===== src/hdl/bfp_pkg.sv =====
// ----------------------------------------------------------------------------
// bfp_pkg
// Shared types, constants and the CRC-16/MODBUS byte update for the
// battery frame parser.
// ----------------------------------------------------------------------------
package bfp_pkg;

    localparam int          FRAME_BYTES = 18;
    localparam int          POS_W       = 5;
    localparam logic [4:0]  POS_FIRST   = 5'd1;
    localparam logic [4:0]  POS_CRC_LO  = 5'd15;
    localparam logic [4:0]  POS_CRC_HI  = 5'd16;
    localparam logic [4:0]  POS_LAST    = 5'(FRAME_BYTES - 1);

    localparam logic [15:0] CRC_INIT    = 16'hFFFF;
    localparam logic [15:0] CRC_POLY    = 16'hA001;

    localparam logic [7:0]  HEADER_RESET = 8'd123;
    localparam logic [7:0]  TAIL_RESET   = 8'd125;

    localparam int          DATA_W      = 112;

    typedef enum logic [1:0] {
        STATUS_OK       = 2'd0,
        STATUS_BAD_TAIL = 2'd1,
        STATUS_BAD_CRC  = 2'd2
    } bfp_status_t;

    typedef enum logic [0:0] {
        CFG_HEADER = 1'b0,
        CFG_TAIL   = 1'b1
    } bfp_cfg_index_t;

    // Reflected CRC-16 update for one byte, LSB first.
    function automatic logic [15:0] crc16_feed(input logic [15:0] crc_in,
                                               input logic [7:0]  data_in);
        logic [15:0] crc;
        crc = crc_in ^ {8'h00, data_in};
        for (int k = 0; k < 8; k++)
        begin
            if (crc[0])
            begin
                crc = (crc >> 1) ^ CRC_POLY;
            end
            else
            begin
                crc = crc >> 1;
            end
        end
        return crc;
    endfunction

endpackage


===== src/hdl/battery_frame_parser_crc16.sv =====
// ----------------------------------------------------------------------------
// battery_frame_parser_crc16
// Header hunt, 18-byte frame capture and CRC-16/MODBUS check for a
// battery monitor byte stream.
// ----------------------------------------------------------------------------
// Usage:
//   s_* carries one received serial byte per beat in s_tdata. Bytes are
//   dropped until one equals the header register; that byte and the next
//   17 form a frame. The CRC runs over frame bytes 0..14, bytes 15/16 must
//   hold its low then high byte, byte 17 must equal the tail register.
//   m_* carries one beat per frame: the status in m_tuser and the decoded
//   fields in m_tdata, whatever the status.
//   Latency: the result beat is valid the cycle after the tail byte beat.
//   Throughput: one byte per clock while s_tready is high; the CRC update and field capture are a
//   single registered stage per byte.
//   Stall: the output register holds one result. s_tready drops only while
//   that result is held and m_tready is low, so bytes keep flowing when
//   the result is taken in the same cycle.
//   Reset: hunting for a header, CRC at 0xFFFF, header 123, tail 125, no
//   result pending. The cfg port writes header (index 0) or tail (index 1)
//   at any edge with cfg_we high.
// ----------------------------------------------------------------------------
module battery_frame_parser_crc16
(
    input  logic                         clk,
    input  logic                         rst_n,
    input  logic                         cfg_we,
    input  bfp_pkg::bfp_cfg_index_t      cfg_index,
    input  logic [7:0]                   cfg_data,
    input  logic                         s_tvalid,
    output logic                         s_tready,
    input  logic [7:0]                   s_tdata,   // [7:0] rx_byte
    output logic                         m_tvalid,
    input  logic                         m_tready,
    // [15:0] pack_voltage, [31:16] current_milliamps, [47:32] remaining_charge,
    // [63:48] full_capacity, [71:64] charge_percent, [79:72] control_flags,
    // [95:80] protection_flags, [111:96] cycle_count
    output logic [bfp_pkg::DATA_W-1:0]   m_tdata,
    output bfp_pkg::bfp_status_t         m_tuser    // [1:0] frame_status
);
    import bfp_pkg::*;

    logic [7:0]        header_reg;
    logic [7:0]        tail_reg;
    logic              in_frame_reg, in_frame_next;
    logic [POS_W-1:0]  pos_reg, pos_next;
    logic [15:0]       crc_reg, crc_next;
    logic              crc_lo_ok_reg, crc_lo_ok_next;
    logic [7:0]        frame_reg [FRAME_BYTES];
    logic              m_valid_reg, m_valid_next;
    logic [DATA_W-1:0] m_data_reg;
    bfp_status_t       m_status_reg, status_next;

    logic              s_beat;
    logic              frame_done;

    assign s_tready   = !m_valid_reg || m_tready;
    assign s_beat     = s_tvalid && s_tready;
    assign frame_done = s_beat && in_frame_reg && (pos_reg == POS_LAST);

    assign m_tvalid = m_valid_reg;
    assign m_tdata  = m_data_reg;
    assign m_tuser  = m_status_reg;

    // Configuration registers
    always_ff @(posedge clk or negedge rst_n)
    begin
        if (!rst_n)
        begin
            header_reg <= HEADER_RESET;
            tail_reg   <= TAIL_RESET;
        end
        else if (cfg_we)
        begin
            case (cfg_index)
                CFG_HEADER: header_reg <= cfg_data;
                CFG_TAIL:   tail_reg   <= cfg_data;
                default:    ;
            endcase
        end
    end

    // Frame tracking and CRC
    always_comb
    begin
        in_frame_next  = in_frame_reg;
        pos_next       = pos_reg;
        crc_next       = crc_reg;
        crc_lo_ok_next = crc_lo_ok_reg;
        if (s_beat)
        begin
            if (!in_frame_reg)
            begin
                if (s_tdata == header_reg)
                begin
                    in_frame_next = 1'b1;
                    pos_next      = POS_FIRST;
                    crc_next      = crc16_feed(CRC_INIT, s_tdata);
                end
            end
            else if (pos_reg == POS_LAST || pos_reg > POS_LAST)
            begin
                // close the frame (or recover from an out-of-range position)
                in_frame_next = 1'b0;
                pos_next      = '0;
                crc_next      = CRC_INIT;
            end
            else
            begin
                pos_next = pos_reg + POS_W'(1);
                if (pos_reg < POS_CRC_LO)
                begin
                    crc_next = crc16_feed(crc_reg, s_tdata);
                end
                if (pos_reg == POS_CRC_LO)
                begin
                    crc_lo_ok_next = (s_tdata == crc_reg[7:0]);
                end
            end
        end
    end

    // Status of the frame that ends with this beat
    always_comb
    begin
        if (s_tdata != tail_reg)
        begin
            status_next = STATUS_BAD_TAIL;
        end
        else if (!crc_lo_ok_reg || (frame_reg[POS_CRC_HI] != crc_reg[15:8]))
        begin
            status_next = STATUS_BAD_CRC;
        end
        else
        begin
            status_next = STATUS_OK;
        end
    end

    always_comb
    begin
        m_valid_next = m_valid_reg;
        if (m_tready)
        begin
            m_valid_next = 1'b0;
        end
        if (frame_done)
        begin
            m_valid_next = 1'b1;
        end
    end

    always_ff @(posedge clk or negedge rst_n)
    begin
        if (!rst_n)
        begin
            in_frame_reg  <= 1'b0;
            pos_reg       <= '0;
            crc_reg       <= CRC_INIT;
            crc_lo_ok_reg <= 1'b0;
            m_valid_reg   <= 1'b0;
        end
        else
        begin
            in_frame_reg  <= in_frame_next;
            pos_reg       <= pos_next;
            crc_reg       <= crc_next;
            crc_lo_ok_reg <= crc_lo_ok_next;
            m_valid_reg   <= m_valid_next;
        end
    end

    // Frame byte store: written at the current position
    always_ff @(posedge clk)
    begin
        if (s_beat && in_frame_reg && pos_reg < POS_LAST)
        begin
            frame_reg[pos_reg] <= s_tdata;
        end
    end

    // Result register: load on the tail byte beat
    always_ff @(posedge clk)
    begin
        if (frame_done)
        begin
            m_status_reg <= status_next;
            m_data_reg   <= {frame_reg[13], frame_reg[14],
                             frame_reg[11], frame_reg[12],
                             frame_reg[10], frame_reg[9],
                             frame_reg[7],  frame_reg[8],
                             frame_reg[5],  frame_reg[6],
                             frame_reg[3],  frame_reg[4],
                             frame_reg[1],  frame_reg[2]};
        end
    end

    // ------------------------------------------------------------------------
    // Assertions
    // ------------------------------------------------------------------------
    a_hunt_pos_zero: assert property (@(posedge clk) disable iff (!rst_n)
        !in_frame_reg |-> pos_reg == '0)
        else $error("position not cleared while hunting");

    a_frame_pos_range: assert property (@(posedge clk) disable iff (!rst_n)
        in_frame_reg |-> (pos_reg >= POS_FIRST) && (pos_reg <= POS_LAST))
        else $error("frame position out of range");

    a_header_starts: assert property (@(posedge clk) disable iff (!rst_n)
        (s_beat && !in_frame_reg && s_tdata == header_reg)
        |=> (in_frame_reg && pos_reg == POS_FIRST))
        else $error("header beat did not open a frame");

    a_result_from_tail: assert property (@(posedge clk) disable iff (!rst_n)
        $rose(m_valid_reg) |-> $past(frame_done))
        else $error("result raised without a tail byte beat");

    a_done_closes: assert property (@(posedge clk) disable iff (!rst_n)
        frame_done |=> (!in_frame_reg && m_valid_reg && crc_reg == CRC_INIT))
        else $error("frame end did not reload hunt state");

endmodule


===== config.mk =====
export PLATFORM = sky130hd
export DESIGN_NAME = battery_frame_parser_crc16
export DESIGN_NICKNAME = d
export VERILOG_FILES = /design/src/hdl/bfp_pkg.sv /design/src/hdl/battery_frame_parser_crc16.sv
export SDC_FILE = /design/constraint.sdc
export NUM_CORES = 1
export LEC_CHECK = 0
export BUFFER_PORTS_ARGS = -buffer_cell sky130_fd_sc_hd__buf_2
export CAP_MARGIN = 20
export CORE_MARGIN = 2
export CORE_UTILIZATION = 60
export CTS_CLUSTER_SIZE = 14
export DETAILED_ROUTE_END_ITERATION = 10
export PLACE_DENSITY = 0.83
export REMOVE_ABC_BUFFERS = 1
export SYNTH_ARGS = -nofsm -noshare
export SYNTH_HDL_FRONTEND = slang
export SYNTH_SLANG_ARGS = --single-unit

===== constraint.sdc =====
create_clock -name clk -period 18.07 [get_ports clk]
set_input_delay 0.9035 -clock clk [delete_from_list [all_inputs] [get_ports clk]]
set_output_delay 0.9035 -clock clk [all_outputs]
set_load 0.1 [all_outputs]

==> results of run 1 <==
Yosys cell counts (2+ instances only):
| cell | n |
|---|---|
| and2_1 | 2 |
| nand2_1 | 13 |
| o31ai_1 | 2 |
| buf_2 | 4 |
| inv_1 | 9 |
| xnor2_1 | 19 |
| nand4_1 | 2 |
| nor4_1 | 6 |
| xnor3_1 | 3 |
| nand2b_1 | 4 |
| ha_1 | 7 |
| mux2_2 | 22 |
| xnor2_2 | 2 |
| a21oi_1 | 6 |
| o22a_1 | 6 |
| xor2_1 | 30 |
| o22ai_1 | 4 |
| nor2_1 | 20 |
| and3_1 | 2 |
| edfxtp_1 | 234 |
| nor2b_1 | 3 |
| dfrtp_1 | 12 |
| dfstp_2 | 28 |
| buf_4 | 2 |
| nor3_1 | 7 |
| nand3_1 | 4 |
| o21ai_0 | 10 |
| mux2i_1 | 4 |
| buf_6 | 4 |
| clkbuf_1 | 5 |
| a31oi_1 | 2 |
| o41ai_1 | 2 |
| o21a_1 | 2 |
| a21boi_1 | 2 |
layer usage:
layer  GRT usage  vias up  wire length (um)
li1            -     2175                 -
met1       0.281     2385              7390
met2       0.331      212              8610
met3      0.0378       25              1290
met4      0.0737        0               382
met5           0        -                 0
area by class of cell:
class,instances,area (sq um)
Timing Repair Buffer,143,751
Tap cell,216,270
Fill cell,947,4300
Clock inverter,10,158
Clock buffer,36,729
Multi-Input combinational cell,195,1580
Sequential cell,274,8060
Inverter,9,33.8
cell families after synthesis:
logic type                 after synthesis
adders and majority gates                7
xor gates and xnor gates                57
muxes                                   26
DFF                                    274
and+or+nand+nor                         65
buffers and inverters                   25
AOI/OAI and AO/OA                       40
final timing paths:
kind | cells after the start | endpoint | startpoint | slack [ps]
setup / recovery | 5 | m_tdata[9]$_DFFE_PP_ | in_frame_reg$_DFFE_PN0P_ | 15200
hold / removal | 0 | m_tdata[15]$_DFFE_PP_ | frame_reg[1][7]$_DFFE_PP_ | 420
setup reg to reg | 5 | m_tdata[9]$_DFFE_PP_ | in_frame_reg$_DFFE_PN0P_ | 15200
hold reg to reg | 0 | m_tdata[15]$_DFFE_PP_ | frame_reg[1][7]$_DFFE_PP_ | 420
max in group asynchronous | 1 | pos_reg[4]$_DFFE_PN0P_ | rst_n | 16920
min in group asynchronous | 1 | pos_reg[0]$_DFFE_PN0P_ | rst_n | 540
cells in the final DEF (no fill, tap or decap), drive strengths merged, types with 3 or more instances in the layout:
master and instances:
mux2i 4, mux2 22, o22ai 4, dfstp 28
xnor3 4, nor2 20, nor2b 3, o21ai 10
dfrtp 12, a21oi 6, xor2 30, clkinv 4
xnor2 21, buf 142, ha 7, nand3 4
edfxtp 234, nand2 13, nor3 7, bufinv 4
clkbuf 37, nand2b 4, o22a 6, nor4 6
inv 9
power groups by stage:
stage | Clock (mW) | Combinational, mW | Sequential, mW
after detailed placement | 0 | 0.223 | 0.780
final | 0.555 | 0.229 | 0.768
after CTS | 0.563 | 0.228 | 0.768
after global placement | 0 | 0.216 | 0.778
after global routing | 0.589 | 0.250 | 0.773
after floorplan | 0 | 0.183 | 0.769
metrics by stage:
step | utilization | hold WS [ps] | worst slack [ps]
after floorplan | - | 400 | 10590
after global placement | 0.671 | 403 | 14680
after detailed placement | 0.671 | 405 | 14550
after CTS | 0.727 | 417 | 14880
after global routing | 0.729 | 422 | 14940
final | 0.729 | 417 | 15200
==> impl_metrics.ini, run 1 <==
[power_and_ir_drop]
p_leak_nw = 4.18
swShare = 0.232
total_power_mw = 1.55
p_seq_frac = 0.495
pwr-share-clk = 0.358
p_int_mw = 1.19
vdd_ir_drop_max_uv = 84.9
combPwrFrac = 0.147
p_per_area_nw_per_um2 = 134
p_switching_mw = 0.360

[timing]
hold_viol = 0
slew_headroom = 0.282
tightest_slew_ps = 1070
skew_ps = 16.7
rsz0062_at_grt = false
slew_viol_final = 0
fin_crit_sh = 0.159
setup_viol = 0
timing.fmax_mhz = 348
min_period_ps = 2870
tns_ps = 0

[worst_setup_path]
cp.required_ps = 18240
path_cells = and3_1 > nand3_1 > nor2_4 > buf_4 > buf_16
worstSetupPathType = reg2reg
cp.arrival_ps = 3040
max_stage_delay_ps = 770
start_kind = register
cpMaxStageDelayCell = dfrtp_1
end_kind = register
crit_family = simple AND/OR/NAND/NOR gates
path_max_fanout = 84
crit_buf_inv = 2

[place]
dp.cells = 834
gp_congestion = 0.860
placement.cell_area_sq_um = 10700
dp_hpwl_um = 10900
port_buffers = 137

[flow_run]
drv_cap = 0

[clock_tree]
clockRootBuffer = clkbuf_16
clockBufferDepth = 3
clock_latency_ps = 520
htreeDepth = 1
cts-resized-gates = 0
cts_tree = yes
cts_buffers = 26
cts_hold_buf = 0
clock-sinks = 274
clk_pin_slew_ps = 60
post_cts_buffers = 0

[floorplan]
io_pins = 138
rows = 46
start_util = 0.615
die-height_um = 132
die_area_sq_um = 17300
core_sq_um = 15900
dieWidth_um = 132

[yosys]
yosys_warnings = 0
synth_flop_cell = edfxtp_1
synth_top_area_share = 0.719
async_flop_share = 0.146
synth_compound_area_frac = 0.0287
syn_inst = 494
netlist-cell-type-count = 44
synth_area_sq_um = 9770
muxShareOfSynthArea = 0.0295
synthTopCellsByArea = edfxtp_1, dfstp_2, dfrtp_1
synth_xor_area_frac = 0.0616
yosysSeqAreaShare = 0.825
synth_edf_count = 234
yosys.area_share.adder = 0.00896
syn_avg_cell_area_sq_um = 19.8
synth-seq-cells = 274
synthSimpleGateAreaFrac = 0.0321
yosys.area.top_type = edfxtp_1
synth_top_family_by_area = XOR/XNOR gates

[grt]
grt.total_usage = 0.204
antenna_found_initial = 0
grt-ovfl-total = 0
grt_pass1_wl_um = 27200
grt_max_degree = 94
grt_pass1_vias = 4870

[route]
first_pass_iters = 5
drc = 0
drt-total-wl_um = 17700
postRouteAntennaNets = 0
drt_iter0_drc = 429
wl_per_cell_um = 20.0
vias = 4797
drt-vias-per-instance = 5.43

[cells_and_area]
diodes = 0
area_growth_pct = 18.6
fin_nets = 678
layout-drive-gt1-share = 0.355
finalNonFillerCells = 883
fin_area_sq_um = 11600
largest_reg_flops = 120

[outcome]
outcome = completed

[hold_path]
hp-class = reg2reg
Note: power is estimated with default switching activity, not from simulation.
==> run 2: changes to the inputs <==
--- a/config.mk
+++ b/config.mk
@@ -8,10 +8,10 @@
 export BUFFER_PORTS_ARGS = -buffer_cell sky130_fd_sc_hd__buf_2
 export CAP_MARGIN = 20
 export CORE_MARGIN = 2
-export CORE_UTILIZATION = 60
+export CORE_UTILIZATION = 51
 export CTS_CLUSTER_SIZE = 14
 export DETAILED_ROUTE_END_ITERATION = 10
-export PLACE_DENSITY = 0.83
+export PLACE_DENSITY = 0.75
 export REMOVE_ABC_BUFFERS = 1
 export SYNTH_ARGS = -nofsm -noshare
 export SYNTH_HDL_FRONTEND = slang
==> constraint.sdc (replaced) <==
create_clock -name clk -period 2.4 [get_ports clk]
set_input_delay 0.12 -clock clk [delete_from_list [all_inputs] [get_ports clk]]
set_output_delay 0.12 -clock clk [all_outputs]
set_load 0.1 [all_outputs]
==> impl_metrics.ini, run 2 (same netlist as run 1, synthesis figures left out) <==
[outcome]
outcome = completed

[clock_tree]
clk_pin_slew_ps = 60
cts_buffers = 27
clockBufferDepth = 3
clockRootBuffer = clkbuf_16
htreeDepth = 1
clock-sinks = 274
clock_latency_ps = 550
cts_tree = yes

[timing]
tns_ps = 0
tightest_slew_ps = 954
skew_ps = 28.5
min_period_ps = 2300
rsz0062_at_grt = false
setup_viol = 0
layout_setup_ws_ps = 98.2
fin_crit_sh = 0.959
slew_headroom = 0.364
hold_viol = 0
hold_ws_ps = 28.6
timing.fmax_mhz = 434
slew_viol_final = 0

[floorplan]
start_util = 0.521
io_pins = 138
rows = 50
core_sq_um = 18800
die-height_um = 142
die_area_sq_um = 20300
dieWidth_um = 142

[power_and_ir_drop]
vdd_ir_drop_max_uv = 560
p_per_area_nw_per_um2 = 990
p_leak_nw = 4.36
total_power_mw = 11.8

[worst_setup_path]
worstRegToRegCells = 7
start_kind = register
r2r-end = crc_reg[0]$_DFFE_PN1P_
r2r-start = crc_reg[0]$_DFFE_PN1P_
cp.required_ps = 2860
path_max_fanout = 3
crit_buf_inv = 0
cp.arrival_ps = 2760
worstSetupPathType = reg2reg
ff2ff_setup_slack_ps = 100
max_stage_delay_ps = 570
crit_family = XOR/XNOR gates
cpMaxStageDelayCell = dfstp_2
path_cells = xnor2_2 > ha_1 > xor3_2 > xnor3_2 > xnor3_1 > a21boi_1 > o32a_1
end_kind = register

[flow_run]
drv_cap = 0

[cells_and_area]
largest_reg_flops = 120
seq_area_sq_um = 8060
area_growth_pct = 22.2
diodes = 0
multi_input_area_sq_um = 1590
fillers = 1288
final_common_cell = edfxtp_1
final_cell_mix = edfxtp_1, buf_2, buf_4
layout-drive-gt1-share = 0.377
fin_nets = 720

[route]
met1_length_um = 8200
drt-vias-per-instance = 5.34
first_pass_iters = 5
drt-total-wl_um = 19600
vias = 5046
drc = 0
wl_met3_um = 1370
postRouteAntennaNets = 0
drt_iter0_drc = 376
wl_per_cell_um = 20.8
dr_wl_met2_um = 9680
dr.max_layer_used = met5

[hold_path]
holdPathStages = 2
min_to = frame_reg[16][1]$_DFFE_PP_
hold_path_startpoint = s_tdata[1]
hp-class = in2reg

[grt]
grt_pass1_wl_um = 29400
grt.total_usage = 0.194
grt-ovfl-total = 0
antenna_found_initial = 1
grt_pass1_vias = 5078
grt_max_degree = 65

[place]
port_buffers = 137
dp_hpwl_um = 12500
gp_congestion = 0.929
post-place-ws_ps = 53.2
-- run 2: worst max path at each step --
| stage | to | depth (start not counted) | slack (ps) | startpoint |
|---|---|---|---|---|
| floorplan | m_tdata[0]$_DFFE_PP_ | 4 | -5030 | m_tvalid$_DFFE_PN0P_ |
| global placement | crc_reg[0]$_DFFE_PN1P_ | 7 | 150 | crc_reg[0]$_DFFE_PN1P_ |
| detailed placement | crc_reg[0]$_DFFE_PN1P_ | 7 | 50 | crc_reg[0]$_DFFE_PN1P_ |
| CTS | crc_reg[0]$_DFFE_PN1P_ | 7 | 50 | crc_reg[0]$_DFFE_PN1P_ |
| global route | crc_reg[0]$_DFFE_PN1P_ | 7 | 10 | crc_reg[0]$_DFFE_PN1P_ |
| finish | crc_reg[0]$_DFFE_PN1P_ | 7 | 100 | crc_reg[0]$_DFFE_PN1P_ |
-- run 2: stage by stage --
step	std cells	area [sq um]	utilization
finish	945	11900	0.636
global route	945	11900	0.636
CTS	944	11900	0.635
detailed placement	884	11000	0.584
global placement	884	11000	0.584
floorplan	478	9670	-
-- run 2: layout make-up --
| type | instances | area share |
|---|---|---|
| flip-flops and latches | 274 | 0.675 |
| multi-input cells | 195 | 0.133 |
| repair buffers | 184 | 0.0924 |
| clock buffers | 36 | 0.0594 |
| well taps | 234 | 0.0245 |
| clock inverters | 13 | 0.0125 |
| inverters | 9 | 0.00283 |
-- run 2: worst register-to-register path: stages, from the launching register on --
cell and delay (ps):
dfstp_2 570, xnor2_2 90, ha_1 320, xor3_2 290, xnor3_2 300, xnor3_1 310, a21boi_1 60, o32a_1 280
-- run 2: timing repair --
| item | CTS | global route |
|---|---|---|
| endpoints found under the setup margin | 0 | 2 |
| buffers inserted | 0 | 1 |
| hold buffers | 11 | 0 |
| gates resized for setup | 0 | 1 |
| endpoints found under the hold margin | 34 | 0 |
-- run 2: report_power, final --
part           total [mW]  internal [mW]  leakage [nW]  switching, mW
Sequential           5.79           5.49          2.55          0.307
Clock                4.04           2.32         0.404           1.72
Combinational        2.00           1.08          1.41          0.915
-- run 2: per-layer routing --
layer	vias to the layer above	global-route usage
met5	-	0
met4	2	0.0589
met3	34	0.0397
met2	222	0.325
met1	2528	0.261
li1	2260	-
==> run 3: changes to the inputs <==
--- a/config.mk
+++ b/config.mk
@@ -7,6 +7,7 @@
 export LEC_CHECK = 0
 export BUFFER_PORTS_ARGS = -buffer_cell sky130_fd_sc_hd__buf_2
 export CAP_MARGIN = 20
+export CORE_ASPECT_RATIO = 1.1
 export CORE_MARGIN = 2
 export CORE_UTILIZATION = 51
 export CTS_CLUSTER_SIZE = 14
==> impl_metrics.ini, run 3 (same netlist as run 1, synthesis figures left out) <==
[outcome]
outcome = completed

[cells_and_area]
layout-drive-gt1-share = 0.376
fillers = 1290
fin_nets = 718
fin_area_sq_um = 11900
area_growth_pct = 21.4
final_cell_mix = edfxtp_1, buf_2, buf_4
seq_area_sq_um = 8060
largest_reg_flops = 120
multi_input_area_sq_um = 1580
final_common_cell = edfxtp_1

[timing]
hold_viol = 0
slew_headroom = 0.382
min_period_ps = 2320
tns_ps = 0
slew_viol_final = 0
rsz0062_at_grt = false
skew_ps = 15.5
setup_viol = 0
tightest_slew_ps = 928
fin_crit_sh = 0.968
timing.fmax_mhz = 430

[worst_setup_path]
cpMaxStageDelayCell = dfstp_2
cp.required_ps = 2830
path_cells = xnor2_1 > ha_1 > xor3_2 > xnor3_2 > xnor3_1 > a21boi_1 > o32a_1
end_kind = register
start_kind = register
cp.arrival_ps = 2760
path_max_fanout = 3
worstSetupPathType = reg2reg
max_stage_delay_ps = 560

[place]
port_buffers = 137
gp_congestion = 0.887
placement.cell_area_sq_um = 11000
dp_hpwl_um = 13300

[floorplan]
core_sq_um = 19000
io_pins = 138
start_util = 0.515
dieWidth_um = 136
die-height_um = 149
die_area_sq_um = 20300
rows = 53

[grt]
grt.total_usage = 0.198
grt-ovfl-total = 0
grt_max_degree = 41
grt_pass1_wl_um = 29900
grt_pass1_vias = 5229
antenna_found_initial = 1

[power_and_ir_drop]
p_leak_nw = 4.33
combPwrFrac = 0.162
pwr-share-clk = 0.327
swShare = 0.240
p_seq_frac = 0.510
p_per_area_nw_per_um2 = 954
vdd_ir_drop_max_uv = 667
p_int_mw = 8.60
p_switching_mw = 2.71

[clock_tree]
post_cts_buffers = 0
cts_tree = yes
htreeDepth = 1
clockBufferDepth = 3
clockRootBuffer = clkbuf_16
clk_pin_slew_ps = 60
clock_latency_ps = 510
clock-sinks = 274
cts_buffers = 25

[route]
vias = 5110
postRouteAntennaNets = 0
drt-total-wl_um = 20000
first_pass_iters = 5
wl_per_cell_um = 21.0
drt-vias-per-instance = 5.36
drc = 0
drt_iter0_drc = 480

[hold_path]
hp-class = in2reg

[flow_run]
drv_cap = 0
-- run 3: changes by cell type in the layout (fill, tap and decap cells not counted), moves of 2 or more --
cell and change:
clkbuf_16 -2, clkinv_2 +3, clkinvlp_4 -4, diode_2 +2, dlygate4sd3_1 -2
-- run 3: power by group through the flow --
stage          combinational (mW)  clock (mW)  sequential (mW)
2_1_floorplan                1.37           0             5.79
3_3_place_gp                 1.74           0             5.85
5_1_grt                      1.98        3.95             5.80
4_1_cts                      1.83        3.76             5.77
6_report                     1.84        3.70             5.77
3_5_place_dp                 1.79           0             5.86
-- run 3: area by class of cell --
cell class	instances	area share
timing repair buffer	184	0.0937
clock inverter	10	0.00823
multi-input combinational	195	0.133
inverter	9	0.00285
antenna	2	0.000422
sequential	274	0.680
tap	247	0.0261
clock buffer	33	0.0553
-- run 3: through the flow --
step	total power [mW]	cells	hold slack (ps)	util	setup WS, ps
after CTS	11.4	952	3.63	0.625	73.6
after detailed placement	7.66	900	303	0.580	84.7
after global placement	7.59	900	280	0.580	119
after global routing	11.7	952	0.350	0.625	12.7
after floorplan	7.17	478	-176	-	-5030
final	11.3	954	27.5	0.625	76.6
-- run 3: repair_timing --
item / CTS / global route
endpoints found under the setup margin: 0 / 1
resized for setup: 0 / 1
hold buffers: 9 / 0
hold endpoints to repair: 28 / 0
-- run 3: path summary, 6_finish.rpt --
check | startpoint | end | slack (ps) | cells past startpoint
max in group asynchronous | rst_n | pos_reg[2]$_DFFE_PN0P_ | 1540 | 2
hold / removal | s_tdata[3] | frame_reg[11][3]$_DFFE_PP_ | 30 | 1
hold reg to reg | frame_reg[7][5]$_DFFE_PP_ | m_tdata[61]$_DFFE_PP_ | 420 | 0
min in group asynchronous | rst_n | header_reg[2]$_DFFE_PN0P_ | 290 | 2
setup reg to reg | crc_reg[0]$_DFFE_PN1P_ | crc_reg[0]$_DFFE_PN1P_ | 80 | 7
setup / recovery | crc_reg[0]$_DFFE_PN1P_ | crc_reg[0]$_DFFE_PN1P_ | 80 | 7
-- run 3: routing by layer --
| layer | vias up | track usage | part of all wire |
|---|---|---|---|
| met3 | 34 | 0.0302 | 0.075 |
| li1 | 2248 | - | - |
| met1 | 2567 | 0.255 | 0.38 |
| met2 | 261 | 0.348 | 0.52 |
| met5 | - | 0 | 0 |
| met4 | 0 | 0.0594 | 0.025 |
-- run 3: worst max-delay path: cells and delay by family, from the launching register on --
| kind | cells | cell delay (ps) |
|---|---|---|
| xor+xnor | 4 | 1040 |
| flops | 1 | 560 |
| compound gates | 2 | 350 |
| fa+ha+maj | 1 | 310 |
